File: src/pls_pkg.sv
`timescale 1ns / 1ps
`default_nettype none

package pls_pkg;

  localparam int CAPACITY = 64;
  localparam int ADDR_W   = $clog2(CAPACITY);
  localparam int CNT_W    = $clog2(CAPACITY + 1);
  localparam int VALUE_W  = 32;
  localparam int POS_W    = 7;
  localparam int CMP_W    = ((CNT_W > POS_W) ? CNT_W : POS_W) + 1;

  localparam int IN_TDATA_W  = 40;
  localparam int OUT_TDATA_W = 16;

  typedef enum logic [1:0] {
    CMD_INSERT = 2'd0,
    CMD_DELETE = 2'd1,
    CMD_FIND   = 2'd2,
    CMD_CLEAR  = 2'd3
  } cmd_t;

  typedef enum logic [1:0] {
    STAT_OK        = 2'd0,
    STAT_BAD_POS   = 2'd1,
    STAT_FULL      = 2'd2,
    STAT_NOT_FOUND = 2'd3
  } status_t;

  typedef enum logic [2:0] {
    S_IDLE,
    S_UP,
    S_PUT,
    S_DOWN,
    S_SCAN,
    S_DONE
  } state_t;

  // stream payload layouts, lowest field in the lowest bits
  typedef struct packed {
    logic [0:0]                pad;
    logic [POS_W-1:0]          position;
    logic signed [VALUE_W-1:0] value;
  } in_data_t;

  typedef struct packed {
    logic [0:0]       pad;
    logic             is_empty;
    logic [POS_W-1:0] count;
    logic [POS_W-1:0] found_position;
  } out_data_t;

  typedef struct packed {
    status_t          status;
    logic [POS_W-1:0] found_position;
    logic [POS_W-1:0] count;
    logic             is_empty;
  } res_t;

  typedef struct packed {
    logic               we;
    logic [ADDR_W-1:0]  waddr;
    logic [VALUE_W-1:0] wdata;
    logic [ADDR_W-1:0]  raddr;
  } mem_req_t;

endpackage

`default_nettype wire

File: src/positional_list_store.sv
// Sequence: clear, a rejected command and an append or a delete of the last entry go
// straight to the result; insert at p moves the entries from p up, last first, then writes
// the value; delete at p moves the later entries down; find scans from the first entry on.
// Throughput: one command at a time, the next taken only once the last result has gone into
// the output register; moves and scans go one entry per cycle through the memory port.
// Reset: the length goes to zero and the output empties; the entry memory is not cleared.
`timescale 1ns / 1ps
`default_nettype none

module positional_list_store (
  input  wire logic                               clk,
  input  wire logic                               rst,
  input  wire logic                               s_axis_tvalid,
  output logic                                    s_axis_tready,
  // value [31:0], position [38:32], zero pad [39]
  input  wire logic [pls_pkg::IN_TDATA_W-1:0]     s_axis_tdata,
  // cmd [1:0]
  input  wire logic [1:0]                         s_axis_tuser,
  output logic                                    m_axis_tvalid,
  input  wire logic                               m_axis_tready,
  // found_position [6:0], count [13:7], is_empty [14], zero pad [15]
  output logic [pls_pkg::OUT_TDATA_W-1:0]         m_axis_tdata,
  // status [1:0]
  output logic [1:0]                              m_axis_tuser
);

  import pls_pkg::*;

  in_data_t  in_data;
  out_data_t out_data;
  res_t      seq_res;
  logic      seq_res_valid;
  logic      seq_res_ready;
  mem_req_t  mem_req;
  logic [VALUE_W-1:0] rdata;

  // output register: holds one finished result while the sequencer moves on
  res_t out_res;
  logic out_valid;

  assign in_data = in_data_t'(s_axis_tdata);

  pls_ram #(
    .DEPTH (CAPACITY),
    .DATA_W(VALUE_W)
  ) u_ram (
    .clk  (clk),
    .we   (mem_req.we),
    .waddr(mem_req.waddr),
    .wdata(mem_req.wdata),
    .raddr(mem_req.raddr),
    .rdata(rdata)
  );

  pls_seq u_seq (
    .clk      (clk),
    .rst      (rst),
    .cmd_valid(s_axis_tvalid),
    .cmd_ready(s_axis_tready),
    .cmd      (cmd_t'(s_axis_tuser)),
    .value    (in_data.value),
    .position (in_data.position),
    .res_valid(seq_res_valid),
    .res_ready(seq_res_ready),
    .res      (seq_res),
    .mem_req  (mem_req),
    .rdata    (rdata)
  );

  // take a new result when the register is empty or is drained this cycle
  assign seq_res_ready = !out_valid || m_axis_tready;

  always_ff @(posedge clk) begin
    if (rst) begin
      out_valid <= 1'b0;
    end else if (seq_res_ready) begin
      out_valid <= seq_res_valid;
    end
  end

  always_ff @(posedge clk) begin
    if (seq_res_valid && seq_res_ready) begin
      out_res <= seq_res;
    end
  end

  always_comb begin
    out_data.pad            = '0;
    out_data.is_empty       = out_res.is_empty;
    out_data.count          = out_res.count;
    out_data.found_position = out_res.found_position;
  end

  assign m_axis_tvalid = out_valid;
  assign m_axis_tdata  = out_data;
  assign m_axis_tuser  = out_res.status;

endmodule

`default_nettype wire

File: src/pls_ram.sv
`timescale 1ns / 1ps
`default_nettype none

module pls_ram #(
  parameter int DEPTH  = 64,
  parameter int DATA_W = 32,
  parameter int ADDR_W = $clog2(DEPTH)
) (
  input  wire logic              clk,
  input  wire logic              we,
  input  wire logic [ADDR_W-1:0] waddr,
  input  wire logic [DATA_W-1:0] wdata,
  input  wire logic [ADDR_W-1:0] raddr,
  output logic      [DATA_W-1:0] rdata
);

  logic [DATA_W-1:0] mem [DEPTH];

  always_ff @(posedge clk) begin
    if (we) begin
      mem[waddr] <= wdata;
    end
  end

  always_ff @(posedge clk) begin
    rdata <= mem[raddr];
  end

endmodule

`default_nettype wire

File: src/pls_seq.sv
`timescale 1ns / 1ps
`default_nettype none

module pls_seq (
  input  wire logic                          clk,
  input  wire logic                          rst,
  input  wire logic                          cmd_valid,
  output logic                               cmd_ready,
  input  wire pls_pkg::cmd_t                 cmd,
  input  wire logic [pls_pkg::VALUE_W-1:0]   value,
  input  wire logic [pls_pkg::POS_W-1:0]     position,
  output logic                               res_valid,
  input  wire logic                          res_ready,
  output pls_pkg::res_t                      res,
  output pls_pkg::mem_req_t                  mem_req,
  input  wire logic [pls_pkg::VALUE_W-1:0]   rdata
);

  import pls_pkg::*;

  state_t             state, state_next;
  logic [CNT_W-1:0]   cnt, cnt_next;
  logic [ADDR_W-1:0]  idx, idx_next;
  logic [ADDR_W-1:0]  bound, bound_next;
  logic [VALUE_W-1:0] val, val_next;
  status_t            status, status_next;
  logic [POS_W-1:0]   where, where_next;

  logic [CMP_W-1:0] pos_c;
  logic [CMP_W-1:0] cnt_c;
  logic [ADDR_W-1:0] last_idx;
  logic [ADDR_W-1:0] pos_idx;

  assign pos_c    = CMP_W'(position);
  assign cnt_c    = CMP_W'(cnt);
  assign last_idx = ADDR_W'(cnt_c - CMP_W'(1));
  assign pos_idx  = ADDR_W'(pos_c - CMP_W'(1));

  always_ff @(posedge clk) begin
    if (rst) begin
      state <= S_IDLE;
      cnt   <= '0;
    end else begin
      state <= state_next;
      cnt   <= cnt_next;
    end
  end

  always_ff @(posedge clk) begin
    idx    <= idx_next;
    bound  <= bound_next;
    val    <= val_next;
    status <= status_next;
    where  <= where_next;
  end

  always_comb begin
    state_next    = state;
    cnt_next      = cnt;
    idx_next      = idx;
    bound_next    = bound;
    val_next      = val;
    status_next   = status;
    where_next    = where;
    cmd_ready     = 1'b0;
    res_valid     = 1'b0;
    mem_req.we    = 1'b0;
    mem_req.waddr = idx;
    mem_req.wdata = rdata;
    mem_req.raddr = idx;

    case (state)
      S_IDLE: begin
        cmd_ready = 1'b1;
        if (cmd_valid) begin
          status_next = STAT_OK;
          where_next  = '0;
          state_next  = S_DONE;
          case (cmd)
            CMD_INSERT: begin
              if (pos_c == '0 || pos_c > cnt_c + CMP_W'(1)) begin
                status_next = STAT_BAD_POS;
              end else if (cnt_c >= CMP_W'(CAPACITY)) begin
                status_next = STAT_FULL;
              end else if (pos_c == cnt_c + CMP_W'(1)) begin
                // append: no tail to move
                mem_req.we    = 1'b1;
                mem_req.waddr = pos_idx;
                mem_req.wdata = value;
                cnt_next      = cnt + CNT_W'(1);
              end else begin
                // move the tail up, last entry first
                mem_req.raddr = last_idx;
                idx_next      = last_idx;
                bound_next    = pos_idx;
                val_next      = value;
                state_next    = S_UP;
              end
            end
            CMD_DELETE: begin
              if (pos_c == '0 || pos_c > cnt_c) begin
                status_next = STAT_BAD_POS;
              end else if (pos_c == cnt_c) begin
                cnt_next = cnt - CNT_W'(1);
              end else begin
                // move the tail down, first entry after the hole first
                mem_req.raddr = ADDR_W'(pos_c);
                idx_next      = ADDR_W'(pos_c);
                bound_next    = last_idx;
                state_next    = S_DOWN;
              end
            end
            CMD_FIND: begin
              if (cnt == '0) begin
                status_next = STAT_NOT_FOUND;
              end else begin
                mem_req.raddr = '0;
                idx_next      = '0;
                val_next      = value;
                state_next    = S_SCAN;
              end
            end
            default: begin
              cnt_next = '0;
            end
          endcase
        end
      end

      S_UP: begin
        mem_req.we    = 1'b1;
        mem_req.waddr = idx + ADDR_W'(1);
        if (idx == bound) begin
          state_next = S_PUT;
        end else begin
          mem_req.raddr = idx - ADDR_W'(1);
          idx_next      = idx - ADDR_W'(1);
        end
      end

      S_PUT: begin
        mem_req.we    = 1'b1;
        mem_req.waddr = bound;
        mem_req.wdata = val;
        cnt_next      = cnt + CNT_W'(1);
        state_next    = S_DONE;
      end

      S_DOWN: begin
        mem_req.we    = 1'b1;
        mem_req.waddr = idx - ADDR_W'(1);
        if (idx == bound) begin
          cnt_next   = cnt - CNT_W'(1);
          state_next = S_DONE;
        end else begin
          mem_req.raddr = idx + ADDR_W'(1);
          idx_next      = idx + ADDR_W'(1);
        end
      end

      S_SCAN: begin
        if (rdata == val) begin
          where_next = POS_W'(CNT_W'(idx) + CNT_W'(1));
          state_next = S_DONE;
        end else if (idx == last_idx) begin
          status_next = STAT_NOT_FOUND;
          state_next  = S_DONE;
        end else begin
          mem_req.raddr = idx + ADDR_W'(1);
          idx_next      = idx + ADDR_W'(1);
        end
      end

      S_DONE: begin
        res_valid = 1'b1;
        if (res_ready) begin
          state_next = S_IDLE;
        end
      end

      default: begin
        state_next = S_IDLE;
      end
    endcase
  end

  assign res.status         = status;
  assign res.found_position = where;
  assign res.count          = POS_W'(cnt);
  assign res.is_empty       = (cnt == '0);

endmodule

`default_nettype wire

File: config.mk
export PLATFORM = sky130hd
export DESIGN_NAME = positional_list_store
export DESIGN_NICKNAME = d
export VERILOG_FILES = /design/src/pls_pkg.sv /design/src/positional_list_store.sv /design/src/pls_ram.sv /design/src/pls_seq.sv
export SDC_FILE = /design/constraint.sdc
export NUM_CORES = 2
export LEC_CHECK = 0
export BUFFER_PORTS_ARGS = -buffer_cell sky130_fd_sc_hd__buf_2
export CAP_MARGIN = 20
export CORE_MARGIN = 4
export CORE_UTILIZATION = 40
export CTS_CLUSTER_DIAMETER = 150
export DETAILED_ROUTE_END_ITERATION = 10
export GPL_TIMING_DRIVEN = 0
export MAX_ROUTING_LAYER = met4
export PLACE_DENSITY = 0.56
export SETUP_SLACK_MARGIN = 0.2
export SLEW_MARGIN = 20
export SYNTH_ARGS = -nofsm -noshare
export SYNTH_HDL_FRONTEND = slang
export SYNTH_SLANG_ARGS = --single-unit
File: constraint.sdc
create_clock -name clk -period 6.5 [get_ports clk]
set_clock_uncertainty 0.1 [all_clocks]
set_input_delay 0.325 -clock clk [delete_from_list [all_inputs] [get_ports clk]]
set_output_delay 0.325 -clock clk [all_outputs]
set_load 0.05 [all_outputs]
== Yosys cells after proc, flatten, opt, wreduce, memory -nomap -nowiden ==
Memory sizes are Yosys's and may differ from the RTL's. A register that Yosys moved wholly into a read port is not among the register bits.
Cells that the tools add are included.
Word-level totals
  memory bits (writable): 2048
  memories: 1
  latch bits: 0
  input port bits: 46
  memory bits (read-only): 0
  register bits after elaboration: 81
Memory list
  u_ram.mem: depth 64, width 32, read ports 1, clocked after memory_dff 1, write ports 1, RTL line pls_ram.sv:17  | logic [DATA_W-1:0] mem [DEPTH];
Operators by class
  div/mod/pow operators: 0
  add/sub/neg operators: 8
  reductions and logical operators: 21
  multipliers: 0
  equal/unequal tests: 33
  mux-type cells: 72
  order comparisons: 3
  bitwise gates (word level): 0
  shifts and indexed selects: 0
Operator list (number)
  $mux W45: 3
  $mux W32: 4
  $pmux W32 S2: 2
  $mux W6: 16
  $mux W39: 2
  $mux W7: 9
  $pmux W6 S4: 2
  $pmux W7 S3: 2
  $pmux W6 S3: 2
  $mux W3: 11
  $eq A32 B32 Y1: 1
  $pmux W7 S4: 1
  $ne A2 B2 Y1 const B: 10
  $pmux W3 S6: 1
  $sub A6 B1 Y6 const B: 3
  $pmux W7 S2: 1
  $eq A6 B6 Y1: 2
  $mux W2: 6
  $pmux W6 S2: 1
  $reduce_and A5 Y1: 2
  $ne A3 B3 Y1 const B: 3
  $pmux W3 S3: 1
  $reduce_and A9 Y1: 1
  $add A7 B1 Y8 const B: 1
  other kinds (35): 50

== Depth between registers and ports, before layout ==
  word-level depth: 10
  gate-level depth with buffers: 20

== Hierarchy ==
Synthesis repeated with hierarchy kept, for this count alone.
Second synthesis, totals
  cell total of the unflattened synthesis: 4183
  area, all modules: 85198.0 µm²
Modules (own cells, without submodules)
  pls_ram: instances 1, cells an instance 3511, area an instance 79039.6 µm², sequential area each 62139.6 µm²
  pls_seq: instances 1, cells an instance 648, area an instance 5581.6 µm², sequential area each 1791.7 µm²
  positional_list_store: instances 1, cells an instance 24, area an instance 576.8 µm², sequential area each 530.5 µm²

== Least setup slack after synthesis ==
OpenSTA, ideal clock, no wires.
  kind: flip-flop to flip-flop
  start: register u_seq.cnt[2]
  end: memory u_ram.mem[30][0], enable pin
  arrival time: 5471 ps
  library setup time: 461 ps
  stages on the path, launching flop included: 16
  clock period less this slack: 6032 ps
  data required time: 5939 ps
  path buffers: 2
  slack: 468 ps
  path through: dfxtp_1 > buf_2 > and3_1 > nand3_1 > xnor2_1 > ha_1 > nand3_1 > nor3_1 > nand4_1 > nor2_1 > a21oi_1 > o21ai_0 > nand2b_1 > or2_2 > clkbuf_1 > nor3_1
On the way
  longest elaborated chain between the ends: 10
  elaborated cells on any way between the ends: 13
  classes of those cells: add/sub (1); order compare (2); eq/ne (1); mux (8); reduce/logical (1)
Ends and longest elaborated chain
  from (decl): RTL line pls_seq.sv:22  | logic [CNT_W-1:0] cnt, cnt_next;
  from (signal assigned): RTL line pls_seq.sv:45  | cnt <= cnt_next;
  parallel branches: the longest is 4 deep, another holds $add A7 B1 Y8
  $mux W45 *: RTL line pls_seq.sv:81  | if (pos_c == '0 || pos_c > cnt_c + CMP_W'(1)) begin
  $mux W39 *: RTL line pls_seq.sv:79  | case (cmd)
  $mux W45 *: RTL line pls_seq.sv:75  | if (cmd_valid) begin
  $pmux W7 S4 *: RTL line pls_seq.sv:72  | case (state)
  $mux W1: RTL line pls_ram.sv:20  | if (we) begin
  $mux W1 (not written as such): RTL line pls_ram.sv:21  | mem[waddr] <= wdata;
  to (decl): RTL line pls_ram.sv:17
Mark *: on every way between the ends.

== Worst setup path in the final report ==
  start: register u_seq.cnt[0]
  end: register u_ram.rdata[23] (read register of u_ram.mem)
On the way
  longest elaborated chain between the ends: 8
  elaborated cells on any way between the ends: 22
  classes of those cells: add/sub (2); order compare (3); eq/ne (3); mux (11); reduce/logical (3)
Ends and longest elaborated chain
  parallel branches: the longest is 7 deep, another holds $add A7 B1 Y8
  $pmux W6 S4 *: RTL line pls_seq.sv:72
  to (decl): RTL line pls_ram.sv:14  | output logic [DATA_W-1:0] rdata
Marked as above.
A chain may end at the register's enable or synchronous reset.

==> qor.csv <==
stage,metric,value,unit
run_status,status,finished clean,
die,initial_core_util,40.4,%
critical_path,worstPathRequired,7.11,ns
worst_hold_path,whs_path_depth,4,
yosys,syn_area,0.0850,sq mm
sta,maxSlewHeadroom,18.2,%
layout,drive_gt1_share,23.3,%
yosys,ys_seq_elements,2161,
cts,path_clk_slew,0.06,ns
global_route,overflow,0,
drt,final_antenna_net_count,0,
sta,worst_slew_pin_slew,1.23,ns
critical_path,rrSetupSlack,0.30,ns
yosys,syn-num-nets,4826,
critical_path,worstPathMaxFanout,10,
drt,wirelength,270000,um
drt,drcViolationCount,0,
die,num_io_pins,66,
die,die_w,469,um
drt,wl_per_cell,32.5,um
global_route,grt_max_degree,65,
cts,clk_latency,0.87,ns
drt,drt_iter0_drc,6626,
global_route,grt_pass1_vias,47000,
critical_path,cp.arrival,6.81,ns
die,die_height,469,um
cts,clockRootBuffer,clkbuf_16,
critical_path,r2r_start,u_seq.cnt[0]$_SDFFE_PP0P_,
yosys,synth-async-reset-ratio,0,%
critical_path,setup.worst_path.end_class,register,
sta,fin_crit,6.20,ns
cts,clockBufferDepth,3,
drt,vias,49100,
sta,finalSetupTns,0,ns
yosys,netlist_instances,4755,
cts,cts_tree,built,
worst_hold_path,hold_path_end,u_seq.bound[5]$_DFFE_PP_,
cts,cts.sinks,2161,
run,max_cap_viol_count,0,
placed_design,port_buffers,63,
yosys,ys_types,76,
yosys,synth-edff-count,2118,
layout,multi_input_area,0.0212,sq mm
drt,dr.pass1.iters,5,
sta,finalHoldViolCount,0,
layout,fin_nets,5380,
yosys,seq_area_frac_synth,75.8,%
critical_path,max_stage_delay,0.63,ns
critical_path,reg2reg_depth,19,
critical_path,crit_slowest_cell,buf_2,
die,fp-row-count,168,
yosys,ys_warn_count,0,
die,coreArea,0.211,sq mm
worst_hold_path,worstHoldStart,s_axis_tdata[37],
sta,post-route-period-util,95.4,%
global_route,grt_pass1_wl,373000,um
placed_design,hpwl,185000,um
critical_path,timing.rr.end,u_ram.rdata[23]$_DFF_P_,
yosys,synth_ff_type,edfxtp_1,
global_route,track_usage,24.9,%
layout,seqCellArea,0.0645,sq mm
yosys,synth_area_per_cell,17.9,sq um
drt,viasPerCell,5.92,
cts,cts_inserted_buffers,215,
sta,finalMaxSlewViolations,0,
placed_design,gp_congestion,0.983,
critical_path,startpoint_type,register,
critical_path,crit_top_cell,buf_6,
sta,rsz0062_at_grt,no,
critical_path,cp_cell_sequence,buf_4 -> and3_1 -> nand3_1 -> xnor2_1 -> ha_1 -> a21o_1 -> a21oi_2 -> and4bb_2 -> and4_1 -> o31a_1 -> or4_1 -> and2_1 -> buf_6 -> buf_6 -> buf_2 -> mux4_2 -> a22o_1 -> nor4_2 -> nor4_1,
global_route,antenna_found_initial,19,
critical_path,worstSetupPathType,register to register,
layout,syn2layout_area_growth,20.2,%
layout,fillers,17400,
cts,h-tree-depth,4,
sta,setup_viol,0,
die,dieArea,0.220,sq mm
sta,max_freq,0.161,GHz
worst_hold_path,min_path_type,primary input to register,
==> cell usage after synthesis, drive strengths merged, types with 32 or more instances <==
cell type  count  share of area [%]
o22ai        101               0.74
nand2        313                1.4
nor4         165                1.2
a22oi         50               0.45
a21oi        236                1.4
a221oi       191                2.0
mux4         196                5.2
dfxtp         43                1.0
xnor2         56               0.59
nor2         119               0.53
o221ai        32               0.33
a22o          95               0.98
o21ai         35               0.21
mux2i        453                5.3
clkbuf       168               0.74
edfxtp      2118                 75
buf          138               0.96
==> what timing repair did <==
action	CTS	global route
pin swaps	24	16
setup buffers	45	40
gates resized for setup	166	81
cloned	1	1
endpoints found under the hold margin	148	0
hold buffers	40	0
endpoints found under the setup margin	1405	1314
==> stage by stage <==
stage	instance area (sq um)	hold WS [ns]	setup slack (ns)	instances	util, %
after floorplan	85000	0.297	0.468	4755	-
after global placement	88900	0.304	-4.19	7623	42.2
after detailed placement	92800	0.308	-0.976	7771	44.1
after CTS	101000	0.0117	0.0885	8255	48.2
after global routing	102000	0.0882	0.208	8298	48.5
final	102000	0.102	0.297	8304	48.5
==> area by class of cell <==
cell class | count | share of cell area (%)
Sequential cell | 2161 | 63.1
Inverter | 24 | 0.0882
Buffer | 305 | 1.53
Clock inverter | 136 | 1.04
Clock buffer | 263 | 5.52
Timing Repair Buffer | 336 | 4.58
Tap cell | 2805 | 3.43
Antenna cell | 8 | 0.0196
Multi-Input combinational cell | 2266 | 20.7
==> cell families (layout without fill, tap and decap cells) <==
logic type	Yosys count	after routing	synth area share, %
XOR/XNOR	65	65	0.727
other	1	9	0.00441
adder cells (fa/ha/maj)	25	25	0.368
AO/OA/AOI/OAI	799	799	6.62
flip-flops	2161	2161	75.8
AND/OR/NAND/NOR	715	717	4.01
multiplexers	659	659	10.7
buffers and inverters	330	1064	1.81
==> critical path: cells and delay by family, from the launching register on <==
| kind | cells | cell delay (ns) |
|---|---|---|
| AND/OR/NAND/NOR | 8 | 2.04 |
| XOR/XNOR | 1 | 0.27 |
| buffers and inverters | 4 | 1.43 |
| flip-flops | 1 | 0.45 |
| adder cells (fa/ha/maj) | 1 | 0.32 |
| AO/OA/AOI/OAI | 4 | 0.93 |
| multiplexers | 1 | 0.43 |
==> routing by layer <==
layer	global-route usage [%]	wire, um
met1	34.4	113000
met2	36.3	120000
met3	4.65	23100
met4	10.7	13300
met5	-	0
==> registers in the layout, indices dropped and copies added, names as in the netlist <==
name and flops:
u_ram.mem 2048, u_seq.idx 6, u_seq.where 7, u_seq.bound 6, m_axis_tuser 2, u_ram.rdata 32
u_seq.status 2, m_axis_tvalid 1, u_seq.cnt 7, m_axis_tdata 15, u_seq.val 32, u_seq.state 3
==> how the worst max path moves through the flow <==
stage                              start  depth (start not counted)  slack [ns]                     endpoint
2_1_floorplan  u_seq.cnt[2]$_SDFFE_PP0P_                         15        0.47   u_ram.mem[30][0]$_DFFE_PP_
5_1_grt        u_seq.cnt[0]$_SDFFE_PP0P_                         21        0.21      u_ram.rdata[14]$_DFF_P_
3_3_place_gp   u_seq.cnt[0]$_SDFFE_PP0P_                         15       -4.19  u_ram.mem[30][18]$_DFFE_PP_
4_1_cts        u_seq.cnt[0]$_SDFFE_PP0P_                         18        0.09      u_ram.rdata[28]$_DFF_P_
3_5_place_dp   u_seq.cnt[0]$_SDFFE_PP0P_                         18       -0.98      u_ram.rdata[28]$_DFF_P_
6_report       u_seq.cnt[0]$_SDFFE_PP0P_                         19        0.30      u_ram.rdata[23]$_DFF_P_
==> layout by cell type (no fill, tap or decap), types with 38 or more instances in the layout <==
cell type	n
dlygate4sd3_1	40
clkinv_2	43
nor2_4	62
nor4_1	43
clkinv_1	64
buf_4	113
a22o_1	95
a22oi_1	48
o22ai_1	100
xnor2_1	55
buf_16	64
clkbuf_16	217
clkbuf_1	151
nor2_1	54
clkbuf_2	55
buf_12	72
nand2_1	273
edfxtp_1	2118
buf_2	151
nor4_2	84
mux2i_1	453
mux4_2	196
a21oi_1	234
dfxtp_1	43
nor4_4	38
a221oi_1	169
Power is left out: the tool's default activity adds up to more than one toggle a clock period on the data nets, which glitch-free logic cannot reach.
